`config.mk`:
```
export PLATFORM = sky130hd
export DESIGN_NAME = lifo_stack_engine_top
export DESIGN_NICKNAME = d
export VERILOG_FILES = /design/src/hw/rtl/lse_pkg.sv /design/src/hw/rtl/lifo_stack_engine_top.sv /design/src/hw/rtl/lse_ram.sv /design/src/hw/rtl/lse_ctrl.sv
export SDC_FILE = /design/constraint.sdc
export NUM_CORES = 1
export LEC_CHECK = 0
export BUFFER_PORTS_ARGS = -buffer_cell sky130_fd_sc_hd__buf_2
export CORE_MARGIN = 4
export CORE_UTILIZATION = 50
export CTS_BUF_LIST = sky130_fd_sc_hd__clkbuf_8
export CTS_CLUSTER_DIAMETER = 100
export CTS_CLUSTER_SIZE = 30
export DETAILED_ROUTE_END_ITERATION = 10
export GPL_ROUTABILITY_DRIVEN = 0
export PLACE_DENSITY = 0.66
export RECOVER_POWER = 25
export SYNTH_ARGS = -nofsm -noshare
export SYNTH_HDL_FRONTEND = slang
export SYNTH_HIERARCHICAL = 1
export SYNTH_SLANG_ARGS = --single-unit
export TNS_END_PERCENT = 20
```
`constraint.sdc`:
```
create_clock -name clk -period 8.1 [get_ports clk]
set_clock_uncertainty 0.05 [all_clocks]
set_input_delay 0.81 -clock clk [delete_from_list [all_inputs] [get_ports clk]]
set_output_delay 0.81 -clock clk [all_outputs]
set_load 0.01 [all_outputs]
```
`src/hw/rtl/lse_pkg.sv`:
```
// ----------------------------------------------------------------------------
// lse_pkg
// Shared types and constants of the LIFO stack engine: the transfer
// payloads, the command and status codes, and the stack dimensions.
// ----------------------------------------------------------------------------
package lse_pkg;

  localparam int DEPTH  = 32;
  localparam int CNT_W  = $clog2(DEPTH + 1);
  localparam int ADDR_W = $clog2(DEPTH);
  localparam int WORD_W = 32;

  localparam logic [2:0] CMD_PUSH = 3'd0;
  localparam logic [2:0] CMD_LIST = 3'd1;
  localparam logic [2:0] CMD_PEEK = 3'd2;
  localparam logic [2:0] CMD_POP  = 3'd3;
  localparam logic [2:0] CMD_SWAP = 3'd4;

  localparam logic [2:0] ST_OK         = 3'd0;
  localparam logic [2:0] ST_PEEK_EMPTY = 3'd1;
  localparam logic [2:0] ST_POP_EMPTY  = 3'd2;
  localparam logic [2:0] ST_SWAP_SHORT = 3'd3;
  localparam logic [2:0] ST_PUSH_FULL  = 3'd4;

  typedef struct packed {
    logic [2:0]               cmd;
    logic signed [WORD_W-1:0] push_value;
  } in_item_t;

  typedef struct packed {
    logic signed [WORD_W-1:0] out_value;
    logic                     has_value;
    logic [2:0]               status;
    logic                     last;
  } out_item_t;

endpackage

```
`src/hw/rtl/lifo_stack_engine_top.sv`:
```
// ----------------------------------------------------------------------------
// lifo_stack_engine_top
// Bounded LIFO stack of signed 32-bit words with push, pop, peek, swap and
// list commands, one command per input transfer.
//
//   Channel  Ports                          Payload
//   input    in_valid, in_stall, in_data    lse_pkg::in_item_t
//   output   out_valid, out_stall, out_data lse_pkg::out_item_t
//
// Push, pop and failing commands pass through S_EMIT; peek reads the top entry and
// answers from S_PEEK; swap runs S_SW1 to S_SW3, then S_EMIT. List reads the top entry
// and then gives one result per cycle while the output is not stalled, DEPTH at most.
// Reset clears the entry count; the stack memory itself is not cleared.
// A stall on the output holds the result register; one more command is taken
// meanwhile, and its result waits until the register frees up.
// ----------------------------------------------------------------------------
module lifo_stack_engine_top (
  input  logic               clk,
  input  logic               rst_n,
  input  logic               in_valid,
  output logic               in_stall,
  input  lse_pkg::in_item_t  in_data,
  output logic               out_valid,
  input  logic               out_stall,
  output lse_pkg::out_item_t out_data
);
  import lse_pkg::*;

  logic              ram_we;
  logic [ADDR_W-1:0] ram_waddr;
  logic [WORD_W-1:0] ram_wdata;
  logic              ram_re;
  logic [ADDR_W-1:0] ram_raddr;
  logic [WORD_W-1:0] ram_rdata;

  lse_ctrl u_ctrl (
    .clk       (clk),
    .rst_n     (rst_n),
    .in_valid  (in_valid),
    .in_stall  (in_stall),
    .in_data   (in_data),
    .out_valid (out_valid),
    .out_stall (out_stall),
    .out_data  (out_data),
    .ram_we    (ram_we),
    .ram_waddr (ram_waddr),
    .ram_wdata (ram_wdata),
    .ram_re    (ram_re),
    .ram_raddr (ram_raddr),
    .ram_rdata (ram_rdata)
  );

  lse_ram #(
    .WIDTH (WORD_W),
    .DEPTH (DEPTH)
  ) u_stack_ram (
    .clk   (clk),
    .we    (ram_we),
    .waddr (ram_waddr),
    .wdata (ram_wdata),
    .re    (ram_re),
    .raddr (ram_raddr),
    .rdata (ram_rdata)
  );

endmodule

```
`src/hw/rtl/lse_ram.sv`:
```
// ----------------------------------------------------------------------------
// lse_ram
// Generic single-write, single-read synchronous RAM with a registered read.
// The read data holds its value until the next read is enabled.
// ----------------------------------------------------------------------------
module lse_ram #(
  parameter int WIDTH = 32,
  parameter int DEPTH = 32
) (
  input  logic                     clk,
  input  logic                     we,
  input  logic [$clog2(DEPTH)-1:0] waddr,
  input  logic [WIDTH-1:0]         wdata,
  input  logic                     re,
  input  logic [$clog2(DEPTH)-1:0] raddr,
  output logic [WIDTH-1:0]         rdata
);

  logic [WIDTH-1:0] mem_r [DEPTH];
  logic [WIDTH-1:0] rdata_r;

  always_ff @(posedge clk) begin
    if (we) begin
      mem_r[waddr] <= wdata;
    end
    if (re) begin
      rdata_r <= mem_r[raddr];
    end
  end

  assign rdata = rdata_r;

endmodule

```
`src/hw/rtl/lse_ctrl.sv`:
```
// ----------------------------------------------------------------------------
// lse_ctrl
// Command sequencer of the LIFO stack engine. It holds the entry count,
// drives the stack memory at most one access per cycle and loads the output register.
// ----------------------------------------------------------------------------
module lse_ctrl (
  input  logic                        clk,
  input  logic                        rst_n,
  input  logic                        in_valid,
  output logic                        in_stall,
  input  lse_pkg::in_item_t           in_data,
  output logic                        out_valid,
  input  logic                        out_stall,
  output lse_pkg::out_item_t          out_data,
  output logic                        ram_we,
  output logic [lse_pkg::ADDR_W-1:0]  ram_waddr,
  output logic [lse_pkg::WORD_W-1:0]  ram_wdata,
  output logic                        ram_re,
  output logic [lse_pkg::ADDR_W-1:0]  ram_raddr,
  input  logic [lse_pkg::WORD_W-1:0]  ram_rdata
);
  import lse_pkg::*;

  typedef enum logic [6:0] {
    S_IDLE = 7'b0000001,
    S_EMIT = 7'b0000010,
    S_PEEK = 7'b0000100,
    S_SW1  = 7'b0001000,
    S_SW2  = 7'b0010000,
    S_SW3  = 7'b0100000,
    S_LIST = 7'b1000000
  } state_t;

  localparam logic [CNT_W-1:0] DEPTH_C = CNT_W'(DEPTH);
  localparam logic [CNT_W-1:0] TWO_C   = CNT_W'(2);

  state_t              state_r, state_nxt;
  logic [CNT_W-1:0]    count_r, count_nxt;
  logic [ADDR_W-1:0]   idx_r, idx_nxt;
  logic [WORD_W-1:0]   tmp_r, tmp_nxt;
  out_item_t           res_r, res_nxt;
  logic                out_valid_r, out_valid_nxt;
  out_item_t           out_data_r, out_data_nxt;
  logic                out_free;
  logic                in_xfer;
  logic [CNT_W-1:0]    cnt_m1, cnt_m2;
  out_item_t           done_item;

  assign cnt_m1   = count_r - CNT_W'(1);
  assign cnt_m2   = count_r - TWO_C;
  assign out_free = !out_valid_r || !out_stall;
  assign in_stall = (state_r != S_IDLE);
  assign in_xfer  = in_valid && !in_stall;

  always_comb begin
    done_item           = '0;
    done_item.status    = ST_OK;
    done_item.last      = 1'b1;
    state_nxt           = state_r;
    count_nxt           = count_r;
    idx_nxt             = idx_r;
    tmp_nxt             = tmp_r;
    res_nxt             = res_r;
    out_valid_nxt       = out_valid_r && out_stall;
    out_data_nxt        = out_data_r;
    ram_we              = 1'b0;
    ram_waddr           = '0;
    ram_wdata           = '0;
    ram_re              = 1'b0;
    ram_raddr           = '0;
    case (state_r)
      S_IDLE: begin
        if (in_xfer) begin
          res_nxt   = done_item;
          state_nxt = S_EMIT;
          case (in_data.cmd)
            CMD_PUSH: begin
              if (count_r >= DEPTH_C) begin
                res_nxt.status = ST_PUSH_FULL;
              end else begin
                ram_we    = 1'b1;
                ram_waddr = count_r[ADDR_W-1:0];
                ram_wdata = in_data.push_value;
                count_nxt = count_r + CNT_W'(1);
              end
            end
            CMD_POP: begin
              if (count_r == '0) begin
                res_nxt.status = ST_POP_EMPTY;
              end else begin
                count_nxt = cnt_m1;
              end
            end
            CMD_PEEK: begin
              if (count_r == '0) begin
                res_nxt.status = ST_PEEK_EMPTY;
              end else begin
                ram_re    = 1'b1;
                ram_raddr = cnt_m1[ADDR_W-1:0];
                state_nxt = S_PEEK;
              end
            end
            CMD_SWAP: begin
              if (count_r < TWO_C) begin
                res_nxt.status = ST_SWAP_SHORT;
              end else begin
                ram_re    = 1'b1;
                ram_raddr = cnt_m1[ADDR_W-1:0];
                state_nxt = S_SW1;
              end
            end
            CMD_LIST: begin
              if (count_r != '0) begin
                ram_re    = 1'b1;
                ram_raddr = cnt_m1[ADDR_W-1:0];
                idx_nxt   = cnt_m1[ADDR_W-1:0];
                state_nxt = S_LIST;
              end
            end
            default: begin
            end
          endcase
        end
      end
      S_EMIT: begin
        if (out_free) begin
          out_valid_nxt = 1'b1;
          out_data_nxt  = res_r;
          state_nxt     = S_IDLE;
        end
      end
      S_PEEK: begin
        if (out_free) begin
          out_valid_nxt          = 1'b1;
          out_data_nxt           = done_item;
          out_data_nxt.out_value = ram_rdata;
          out_data_nxt.has_value = 1'b1;
          state_nxt              = S_IDLE;
        end
      end
      S_SW1: begin
        tmp_nxt   = ram_rdata;
        ram_re    = 1'b1;
        ram_raddr = cnt_m2[ADDR_W-1:0];
        state_nxt = S_SW2;
      end
      S_SW2: begin
        ram_we    = 1'b1;
        ram_waddr = cnt_m1[ADDR_W-1:0];
        ram_wdata = ram_rdata;
        state_nxt = S_SW3;
      end
      S_SW3: begin
        ram_we    = 1'b1;
        ram_waddr = cnt_m2[ADDR_W-1:0];
        ram_wdata = tmp_r;
        state_nxt = S_EMIT;
      end
      S_LIST: begin
        if (out_free) begin
          out_valid_nxt          = 1'b1;
          out_data_nxt           = done_item;
          out_data_nxt.out_value = ram_rdata;
          out_data_nxt.has_value = 1'b1;
          out_data_nxt.last      = (idx_r == '0);
          if (idx_r == '0) begin
            state_nxt = S_IDLE;
          end else begin
            ram_re    = 1'b1;
            ram_raddr = idx_r - ADDR_W'(1);
            idx_nxt   = idx_r - ADDR_W'(1);
          end
        end
      end
      default: begin
        state_nxt = S_IDLE;
      end
    endcase
  end

  always_ff @(posedge clk) begin
    if (!rst_n) begin
      state_r     <= S_IDLE;
      count_r     <= '0;
      out_valid_r <= 1'b0;
    end else begin
      state_r     <= state_nxt;
      count_r     <= count_nxt;
      out_valid_r <= out_valid_nxt;
    end
  end

  always_ff @(posedge clk) begin
    idx_r      <= idx_nxt;
    tmp_r      <= tmp_nxt;
    res_r      <= res_nxt;
    out_data_r <= out_data_nxt;
  end

  assign out_valid = out_valid_r;
  assign out_data  = out_data_r;

  a_count_bound: assert property (@(posedge clk) disable iff (!rst_n)
    count_r <= DEPTH_C)
    else $error("Entry count exceeds the stack depth.");

  a_no_rw_overlap: assert property (@(posedge clk) disable iff (!rst_n)
    !(ram_we && ram_re))
    else $error("Stack memory read and write in the same cycle.");

  a_list_index: assert property (@(posedge clk) disable iff (!rst_n)
    (state_r == S_LIST) |-> (CNT_W'(idx_r) < count_r))
    else $error("List index is outside the held entries.");

  a_push_count: assert property (@(posedge clk) disable iff (!rst_n)
    (in_xfer && in_data.cmd == CMD_PUSH && count_r < DEPTH_C)
      |=> (count_r == $past(count_r) + CNT_W'(1)))
    else $error("Push transfer did not raise the entry count.");

  a_more_has_value: assert property (@(posedge clk) disable iff (!rst_n)
    (out_valid_r && !out_data_r.last) |-> out_data_r.has_value)
    else $error("A non-final result carries no stack entry.");

endmodule

```
-- Word-level counts from Yosys, hierarchy flattened
Memories as Yosys holds them, arrays and structs flattened. A register that Yosys moved wholly into a read port is not among the register bits.
Index checks and enable logic that the tools add are counted.
- register bits: 91
- bits in writable memories: 1024
- input port bits: 39
- output and inout bits: 39
- word-level logic and storage cells: 120
- memories: 1
- memory list (memory ; words ; width ; read ports ; clocked after memory_dff ; wr ports ; line ; RTL):
    u_stack_ram.mem_r ; 32 ; 32 ; 1 ; 1 ; 1 ; lse_ram.sv:19 ; logic [WIDTH-1:0] mem_r [DEPTH];
- $add $sub $neg: 4
- magnitude comparators: 2
- equality and inequality tests: 23
- muxes and demuxes: 59
- reduce and logical (&&, ||, !) cells: 21
- operator list (cell ; number):
    $mux W37 ; 3
    $pmux W37 S3 ; 1
    $mux W32 ; 3
    $pmux W32 S3 ; 1
    $mux W5 ; 14
    $pmux W5 S3 ; 3
    $pmux W7 S6 ; 1
    $mux W7 ; 5
    $pmux W7 S3 ; 1
    $mux W1 ; 14
    $ne A2 B1 Y1 const B ; 7
    $mux W6 ; 2
    $pmux W3 S4 ; 1
    $pmux W6 S2 ; 1
    $pmux W5 S2 ; 1
    $ne A2 B2 Y1 const B ; 4
    $reduce_and A4 Y1 ; 2
    $eq A7 B1 Y1 const B ; 1
    $eq A7 B2 Y1 const B ; 1
    $eq A7 B3 Y1 const B ; 1
    $eq A7 B4 Y1 const B ; 1
    $eq A7 B5 Y1 const B ; 1
    $eq A7 B6 Y1 const B ; 1
    $eq A7 B7 Y1 const B ; 1
    other kinds (29) ; 38

-- Depth between registers and ports, before layout
Gate-level depths: netlist (run 1).
- depth after elaboration: 7
- depth in mapped cells: 15
- gate-level depth less buffers: 12

-- Hierarchy
The synthesis (run 1) kept the hierarchy.
- modules (own cells, without submodules) (module ; instances ; cells each ; area each (um^2) ; sequential area each (um^2)):
    lse_ram ; 1 ; 2260 ; 40812.9 ; 31710.4
    lse_ctrl ; 1 ; 418 ; 4598.2 ; 2592.5

-- Worst setup path after synthesis (run 1)
OpenSTA, ideal clock, no wires.
- path kind: input port to flip-flop
- start point: input port in_data[33] (netlist bit)
- end point: memory u_stack_ram.mem_r[12][0] (enable)
- setup time: 0.421 ns
- arrival: 3.805 ns
- data required time: 7.629 ns
- path slack: 3.824 ns
- cell stages on the path: 8
- cells stage by stage: clkbuf_1 nor4_2 buf_2 buf_2 a21o_1 or3b_2 clkbuf_1 nor2_1
- longest elaborated chain between the ends: 6
- elaborated cells between the ends (all ways): 9
- ends and longest elaborated chain (element ; line ; RTL):
    start, declared ; lifo_stack_engine_top.sv:22 ; input lse_pkg::in_item_t in_data,
    $logic_not A3 Y1 ; lse_ctrl.sv:76 ; case (in_data.cmd)
    $mux W1 ; lse_ctrl.sv:76 ;
    $mux W1 ; lse_ctrl.sv:73 ; if (in_xfer) begin
    $pmux W1 S2 ; lse_ctrl.sv:71 ; case (state_r)
    via ram_we ; lifo_stack_engine_top.sv:29 ; logic ram_we;
    $mux W1 ; lse_ram.sv:23 ; if (we) begin
    $mux W1 (not written as such) ; lse_ram.sv:24 ; mem_r[waddr] <= wdata;
    end, declared ; lse_ram.sv:19 ;
The timed path passes the listed nets, and every way through them passes these cells.

-- Final worst setup path (run 1)
- start point: register u_ctrl.state_r[1]
- end point: register u_stack_ram.rdata_r[16], in the netlist u_stack_ram/rdata[16], read port of u_stack_ram.mem_r (data pin)
- longest elaborated chain between the ends: 5
- elaborated cells between the ends (all ways): 10
- ends and longest elaborated chain (element ; line ; RTL):
    start, declared ; lse_ctrl.sv:37 ; state_t state_r, state_nxt;
    start signal, assigned ; lse_ctrl.sv:187 ; state_r <= state_nxt;
    $ne A7 B1 Y1 ; lse_ctrl.sv:52 ; assign in_stall = (state_r != S_IDLE);
    $logic_not A1 Y1 ; lse_ctrl.sv:53 ; assign in_xfer = in_valid && !in_stall;
    $logic_and A1 B1 Y1 ; lse_ctrl.sv:53 ;
    $mux W5 ; lse_ctrl.sv:73 ;
    $pmux W5 S3 (*) ; lse_ctrl.sv:71 ;
    via ram_raddr[1] ; lifo_stack_engine_top.sv:33 ; logic [ADDR_W-1:0] ram_raddr;
    end, declared ; lse_ram.sv:20 ; logic [WIDTH-1:0] rdata_r;
Mark *: on every way through the listed nets, which the timed path passes. The rest lies on a longest branch.
A chain may end at the register's enable or synchronous reset.

==> flow_summary.json, run 1 <==
{
  "outcome": "finished, violations left",
  "violations_in_the_final_reports": "max-capacitance violations, max-slew violations",
  "final-setup-viol-count": 0,
  "finalSetupTns_ps": 0,
  "ys_async_sr_fraction": 0,
  "simple_gate_share_of_the_synthesized_area": 0.0483,
  "worst_slew_margin_rel": -1.50,
  "cp_common_cell": "sky130_fd_sc_hd__nand3_1",
  "die_h_um": 309,
  "largest_net_degree_at_the_start_of_global_routing": 146,
  "ctsLongestPathBuffers": 3,
  "wl_per_cell_um": 29.3,
  "ys_seq_elements": 1147,
  "synth_fa_ha_area_frac": 0.00165,
  "gr-usage-all-layers": 0.234,
  "seq_area_frac_synth": 0.755,
  "power.static_leakage_nw": 14.5,
  "io_pins": 78,
  "route.vias.total": 24667,
  "max_slew_violation_total_from_the_final_report": 145,
  "insertion_delay_ps": 730,
  "post_synth_instance_area_um2": 45400,
  "ctsResizeCount": 0,
  "placementRows": 110,
  "cts_setup_buffers": 0,
  "power_per_cell_area_nw_per_um2": 184,
  "maxCapViolCount": 4,
  "cts_hold_buffers": 0,
  "syn_inst": 2678,
  "syn_to_final_growth_pct": 5.17,
  "primary_ff_master_synth": "sky130_fd_sc_hd__edfxtp_1",
  "worstPathMaxFanout": 68,
  "cp_top_delay_family": "buffers and inverters",
  "cp_data_arrival_time_ps": 6780,
  "h-tree-depth": 2,
  "die_w_um": 309,
  "critPathCaptureType": "register",
  "syn-mean-instance-area_um2": 17.0,
  "clock_tree_from_tritoncts": "done",
  "clk_root_buffer_cell": "sky130_fd_sc_hd__clkbuf_8",
  "synth-edff-count": 1133,
  "grt_pass1_wl_um": 163000,
  "ant_nets": 0,
  "place_inst": 3836,
  "worst_slew_pin_slew_ps": 3750,
  "required_ps": 8520,
  "hpwl_um": 58700,
  "grt_antenna_before_repair": 2,
  "viasPerCell": 6.34,
  "critPathMaxStageDelay_ps": 2010,
  "synth-compound-area-share": 0.0572,
  "start_util": 0.505,
  "min_period_ps": 6370,
  "synth.mux.area_fraction": 0.114,
  "core_area_um2": 90000,
  "die_area_um2": 95700,
  "final_layout_size_suffix_gt1_frac": 0.0704,
  "critical-path-slowest-cell": "sky130_fd_sc_hd__clkbuf_1",
  "count_of_yosys_warnings_during_synthesis": 6,
  "start_kind": "register",
  "period_share": 0.786,
  "worst_hold_slack_ps": 280,
  "worst-r2r-setup-slack_ps": 1730,
  "drt-initial-drc-count": 3278,
  "critical_path_buf_inv_count": 3,
  "totalPowerFinal_mw": 8.77,
  "synth.net_count": 2723,
  "final_hold_fails": 0,
  "netlist-cell-type-count": 62,
  "drt_pass1_iterations": 6,
  "synth.largest_area_cell": "sky130_fd_sc_hd__edfxtp_1",
  "synth_area_leaders": "sky130_fd_sc_hd__edfxtp_1, sky130_fd_sc_hd__mux2i_1, sky130_fd_sc_hd__a22oi_1, sky130_fd_sc_hd__nand2_1, sky130_fd_sc_hd__a21oi_1",
  "routed_wirelength_um": 114000,
  "synth_xor_area_frac": 0.00251,
  "layout_net_count": 2751,
  "worstPathCellList": "nor4_1 -> nand3_1 -> clkinv_1 -> clkbuf_1 -> a21oi_1 -> o21ai_0 -> and2_4 -> buf_4 -> a22o_1 -> nor3_1 -> a31oi_1 -> nand3_1",
  "worst_ir_drop_vdd_mv": 0.117,
  "cts_sinks": 1147,
  "clk_pin_slew_worst_paths_ps": 180,
  "maxClockFrequency_ghz": 0.157,
  "grt-ovfl-total": 0,
  "cts_buffers": 44,
  "placement.io_buffers": 77,
  "setup_repair_after_global_routing_missed_its_margin": "false",
  "setup.worst_path.class": "register to register",
  "first_global_vias": 23539,
  "synth_top_cell_area_share": 0.749,
  "stdcell_count": 3892,
  "largest_family_of_logic_cells_by_synthesized_area": "multiplexers",
  "min_path_type": "input port to register",
  "route.detailed.drc": 0
}
## routing by layer
| metal | up-vias | GRT usage | share of wire |
|---|---|---|---|
| li1 | 10491 | - | - |
| met1 | 12841 | 0.336 | 0.41 |
| met2 | 1167 | 0.386 | 0.48 |
| met3 | 168 | 0.0303 | 0.082 |
| met4 | 0 | 0.0575 | 0.026 |
| met5 | - | 0 | 0 |
## layout make-up
| cell class | count | area [um^2] |
|---|---|---|
| Sequential cell | 1147 | 34300 |
| Inverter | 12 | 45.0 |
| Timing Repair Buffer | 133 | 835 |
| Clock inverter | 10 | 63.8 |
| Multi-Input combinational cell | 1368 | 10400 |
| Antenna cell | 2 | 5.00 |
| Clock buffer | 44 | 606 |
| Tap cell | 1176 | 1470 |
| Fill cell | 7051 | 42300 |
## worst paths after layout
kind                              from               endpoint  depth (start not counted)
setup / recovery     u_ctrl/state_r[1]  u_stack_ram/rdata[16]                         12
hold reg to reg   u_stack_ram/rdata[2]        u_ctrl/tmp_r[2]                          0
setup reg to reg     u_ctrl/state_r[1]  u_stack_ram/rdata[16]                         12
hold / removal                   rst_n      u_ctrl/state_r[0]                          2
## report_power, final
part	internal, mW	switching (mW)	leakage [nW]
clock network	0.513	1.60	0.365
logic	0.0644	0.128	3.34
registers	6.46	0.00854	10.8
## placed cells by master (no fill, tap or decap), types with 3 or more instances in the layout
| master | netlist | final |
|---|---|---|
| sky130_fd_sc_hd__o221ai_1 | 6 | 5 |
| sky130_fd_sc_hd__nor3_1 | 40 | 40 |
| sky130_fd_sc_hd__dfxtp_1 | 14 | 14 |
| sky130_fd_sc_hd__buf_2 | 41 | 38 |
| sky130_fd_sc_hd__buf_4 | 35 | 42 |
| sky130_fd_sc_hd__edfxtp_1 | 1133 | 1133 |
| sky130_fd_sc_hd__o21ai_0 | 8 | 9 |
| sky130_fd_sc_hd__a211oi_1 | 3 | 3 |
| sky130_fd_sc_hd__a221oi_1 | 3 | 3 |
| sky130_fd_sc_hd__nor4b_1 | 2 | 3 |
| sky130_fd_sc_hd__or3b_2 | 3 | 3 |
| sky130_fd_sc_hd__mux2i_1 | 517 | 517 |
| sky130_fd_sc_hd__nor4_1 | 4 | 5 |
| sky130_fd_sc_hd__clkbuf_8 | 0 | 44 |
| sky130_fd_sc_hd__inv_1 | 11 | 16 |
| sky130_fd_sc_hd__nand3_1 | 101 | 100 |
| sky130_fd_sc_hd__or3_1 | 6 | 6 |
| sky130_fd_sc_hd__a22oi_1 | 126 | 126 |
| sky130_fd_sc_hd__xor2_1 | 5 | 5 |
| sky130_fd_sc_hd__nor2b_1 | 6 | 4 |
| sky130_fd_sc_hd__clkbuf_1 | 47 | 45 |
| sky130_fd_sc_hd__xnor2_1 | 8 | 8 |
| sky130_fd_sc_hd__ha_1 | 6 | 6 |
| sky130_fd_sc_hd__a21oi_1 | 115 | 114 |
| sky130_fd_sc_hd__a22o_1 | 64 | 64 |
| sky130_fd_sc_hd__nand2_1 | 175 | 174 |
| sky130_fd_sc_hd__nor2_1 | 53 | 20 |
| sky130_fd_sc_hd__nor2_4 | 0 | 33 |
| sky130_fd_sc_hd__and2_1 | 33 | 4 |
| sky130_fd_sc_hd__and2_0 | 0 | 28 |
| sky130_fd_sc_hd__nand2b_1 | 9 | 7 |
| sky130_fd_sc_hd__nand3b_1 | 7 | 7 |
| sky130_fd_sc_hd__buf_12 | 0 | 8 |
| sky130_fd_sc_hd__a31oi_1 | 34 | 34 |
## Yosys cell counts, types with 20 or more instances
master,count
sky130_fd_sc_hd__buf_6,20
sky130_fd_sc_hd__a22o_1,64
sky130_fd_sc_hd__nand2_1,175
sky130_fd_sc_hd__nor3_1,40
sky130_fd_sc_hd__edfxtp_1,1133
sky130_fd_sc_hd__mux2i_1,517
sky130_fd_sc_hd__buf_4,35
sky130_fd_sc_hd__nor2_1,53
sky130_fd_sc_hd__nand3_1,101
sky130_fd_sc_hd__a21oi_1,115
sky130_fd_sc_hd__a22oi_1,126
sky130_fd_sc_hd__buf_2,41
sky130_fd_sc_hd__clkbuf_1,47
sky130_fd_sc_hd__a31oi_1,34
sky130_fd_sc_hd__and2_1,33
## kinds of logic after synthesis
family | after synthesis
flip-flops | 1147
buffers and inverters | 163
adder cells (fa/ha/maj) | 6
AND/OR/NAND/NOR | 456
AO/OA/AOI/OAI | 376
multiplexers | 517
XOR/XNOR | 13
## stage by stage
stage	util	worst slack, ps	cell area (um^2)
after global placement	0.524	3190	47200
after CTS	0.532	3020	47900
after floorplan	-	3820	45400
after global routing	0.531	1370	47800
final	0.531	1730	47800
after detailed placement	0.524	3120	47200
## sequential cells by signal (all words and copies together), names as in the netlist
register           flops
u_ctrl/out_valid       1
u_ctrl/state_r         7
u_ctrl/tmp_r          32
u_stack_ram/mem_r   1024
u_ctrl/idx_r           5
u_stack_ram/rdata     32
u_ctrl/count_r         6
u_ctrl/out_data       37
u_ctrl/res_r           3
Power figures use the tool's default switching activity.
==> run 2, diff against run 1 <==
Settings changed: ABC_AREA set to 1, PLACE_DENSITY 0.66 to 0.68.
Clock period 8.1 ns to 5.18 ns, I/O delays scaled along.
==> run 2 against run 1 <==
The run still ends with max-capacitance violations, max-slew violations left. Sequential share of layout area down 3.3 points. First-iteration DRC count up 37%. Critical path depth down 2. Highest routed layer unchanged.
==> flow_summary.json, run 2 <==
{
  "outcome": "finished, violations left",
  "violations_in_the_final_reports": "max-capacitance violations, max-slew violations",
  "ctsResizeCount": 0,
  "final_core_util": 0.534,
  "largest_register_ff_count": 1024,
  "register_ranked_first_by_flip_flop_count": "u_stack_ram/mem_r",
  "highest_count_cells_in_the_layout_ignoring_fill_and_taps": "sky130_fd_sc_hd__nand2_1, sky130_fd_sc_hd__edfxtp_1, sky130_fd_sc_hd__nand3_1",
  "synth.net_count": 4092,
  "post_synth_instance_area_um2": 47400,
  "cp_top_delay_family": "simple AND/OR/NAND/NOR gates",
  "netlist-cell-type-count": 40,
  "route.vias.total": 30821,
  "clock_tree_from_tritoncts": "done",
  "h-tree-depth": 2,
  "grt_pass1_wl_um": 183000,
  "stdcell_count": 5312,
  "synth.largest_area_cell": "sky130_fd_sc_hd__edfxtp_1",
  "syn-mean-instance-area_um2": 11.7,
  "start_util": 0.506,
  "layout_commonest_cell": "sky130_fd_sc_hd__nand2_1",
  "synth_fa_ha_area_frac": 0.00158,
  "synth_area_leaders": "sky130_fd_sc_hd__edfxtp_1, sky130_fd_sc_hd__nand2_1, sky130_fd_sc_hd__nand3_1, sky130_fd_sc_hd__buf_6, sky130_fd_sc_hd__buf_2",
  "final_layout_size_suffix_gt1_frac": 0.0646,
  "syn_to_final_growth_pct": 5.55,
  "grt_antenna_before_repair": 2,
  "hpwl_um": 66900,
  "placement.io_buffers": 77,
  "synth-compound-area-share": 0.0109,
  "routed_wirelength_um": 123000,
  "drt-initial-drc-count": 4481,
  "cts_sinks": 1147,
  "dominant_cell_by_count_in_the_synthesized_netlist": "sky130_fd_sc_hd__nand2_1",
  "maxClockFrequency_ghz": 0.235,
  "synth.mux.area_fraction": 0,
  "worst_slew_margin_rel": -0.322,
  "power.static_leakage_nw": 17.7,
  "seq_area_frac_synth": 0.723,
  "die_w_um": 316,
  "drt_pass1_iterations": 7,
  "die_h_um": 316,
  "synth-edff-count": 1133,
  "largest_net_degree_at_the_start_of_global_routing": 194,
  "largest_family_of_logic_cells_by_synthesized_area": "simple AND/OR/NAND/NOR gates",
  "insertion_delay_ps": 740,
  "final-setup-viol-count": 0,
  "critical_path_buf_inv_count": 3,
  "critical-path-slowest-cell": "sky130_fd_sc_hd__nor2_4",
  "place_inst": 5254,
  "placementRows": 112,
  "clk_root_buffer_cell": "sky130_fd_sc_hd__clkbuf_8",
  "required_ps": 5510,
  "die_area_um2": 99900,
  "clk_pin_slew_worst_paths_ps": 190,
  "synth_top_cell_area_share": 0.717,
  "critPathCaptureType": "register",
  "fill_count": 7904,
  "syn_inst": 4047,
  "worstPathMaxFanout": 19,
  "power_per_cell_area_nw_per_um2": 309,
  "yosys-top-cells-count": "sky130_fd_sc_hd__nand2_1, sky130_fd_sc_hd__edfxtp_1, sky130_fd_sc_hd__nand3_1",
  "period_share": 0.822,
  "cp_data_arrival_time_ps": 4590,
  "ctsLongestPathBuffers": 3,
  "core_area_um2": 93700,
  "worstPathCellList": "inv_1 -> nand3_1 -> nor2_1 -> nand2_4 -> inv_1 -> nand3_2 -> o21ai_0 -> nand3_1 -> nor2_4 -> buf_12",
  "simple_gate_share_of_the_synthesized_area": 0.221,
  "ant_nets": 0,
  "critPathMaxStageDelay_ps": 720,
  "layout_net_count": 4092,
  "finalSetupTns_ps": 0,
  "start_kind": "register",
  "synth_xor_area_frac": 0.00148,
  "worst_ir_drop_vdd_mv": 0.169,
  "setup.worst_path.class": "register to register",
  "max_slew_violation_total_from_the_final_report": 100,
  "worst_hold_slack_ps": 93.1,
  "viasPerCell": 5.80,
  "min_path_type": "input port to register",
  "cts_buffers": 44,
  "dpl_worst_slack_ps": 1260,
  "count_of_yosys_warnings_during_synthesis": 6,
  "setup_repair_after_global_routing_missed_its_margin": "false",
  "ys_seq_elements": 1147,
  "min_period_ps": 4260,
  "route.detailed.drc": 0,
  "worst_slew_pin_slew_ps": 1980,
  "ys_async_sr_fraction": 0,
  "first_global_vias": 28366,
  "post-route-worst-setup-slack_ps": 923,
  "grt-ovfl-total": 0,
  "gr-usage-all-layers": 0.243,
  "final_hold_fails": 0,
  "primary_ff_master_synth": "sky130_fd_sc_hd__edfxtp_1",
  "maxCapViolCount": 3,
  "io_pins": 78,
  "wl_per_cell_um": 23.2
}
[run 2: final cells by class]
cell class / count / area [um^2] / share of cell area
sequential: 1147 / 34300 / 0.685
multi-input combinational: 2575 / 11600 / 0.231
timing repair buffer: 192 / 1580 / 0.0315
tap: 1254 / 1570 / 0.0313
clock buffer: 44 / 606 / 0.0121
inverter: 87 / 355 / 0.00710
clock inverter: 12 / 78.8 / 0.00157
antenna: 1 / 2.50 / 0.0000500
[run 2: kinds of logic (layout without fill, tap and decap cells)]
group,count (synthesis),count (layout)
other,0,1
DFF,1147,1147
buffers and inverters,325,335
AOI/OAI and AO/OA,73,73
and+or+nand+nor,2488,2488
xor gates and xnor gates,8,8
adders and majority gates,6,6
[run 2: routing by layer]
metal | GRT usage | up-vias | share of wire
li1 | - | 14009 | -
met1 | 0.350 | 15106 | 0.40
met2 | 0.396 | 1526 | 0.48
met3 | 0.0308 | 180 | 0.097
met4 | 0.0670 | 0 | 0.026
met5 | 0 | - | 0
[run 2: worst register-to-register path, delay by kind of cell, from the launching register on]
family,cells,cell delay (ps)
AND/OR/NAND/NOR,6,2050
buffers and inverters,3,730
AO/OA/AOI/OAI,1,700
flip-flops,1,370
[run 2: power breakdown]
group	total [mW]	switching, mW	internal (mW)
sequential	10.4	0.0651	10.3
combinational	1.78	1.32	0.463
clock	3.35	2.54	0.804
total	15.5	3.93	11.6
[run 2: per-stage QoR]
stage                     total power [mW]  instance area (um^2)
after floorplan                       11.8                 47400
after global placement                12.4                 49600
after detailed placement              12.4                 49600
after CTS                             15.6                 50300
after global routing                  16.1                 50100
final                                 15.5                 50100
[run 2: timing repair]
action	in CTS	in global routing
hold buffers	1	0
setup buffers	0	0
hold endpoints to repair	4	0
[run 2: worst paths after layout]
path | startpoint | cells past startpoint | end | slack [ps]
worst max-delay path | u_ctrl/state_r[6] | 10 | u_stack_ram/mem_r[28][29] | 920
worst min-delay path | out_stall | 3 | u_ctrl/out_valid | 90
worst max register to register | u_ctrl/state_r[6] | 10 | u_stack_ram/mem_r[28][29] | 920
worst min register to register | u_stack_ram/rdata[17] | 0 | u_ctrl/tmp_r[17] | 430
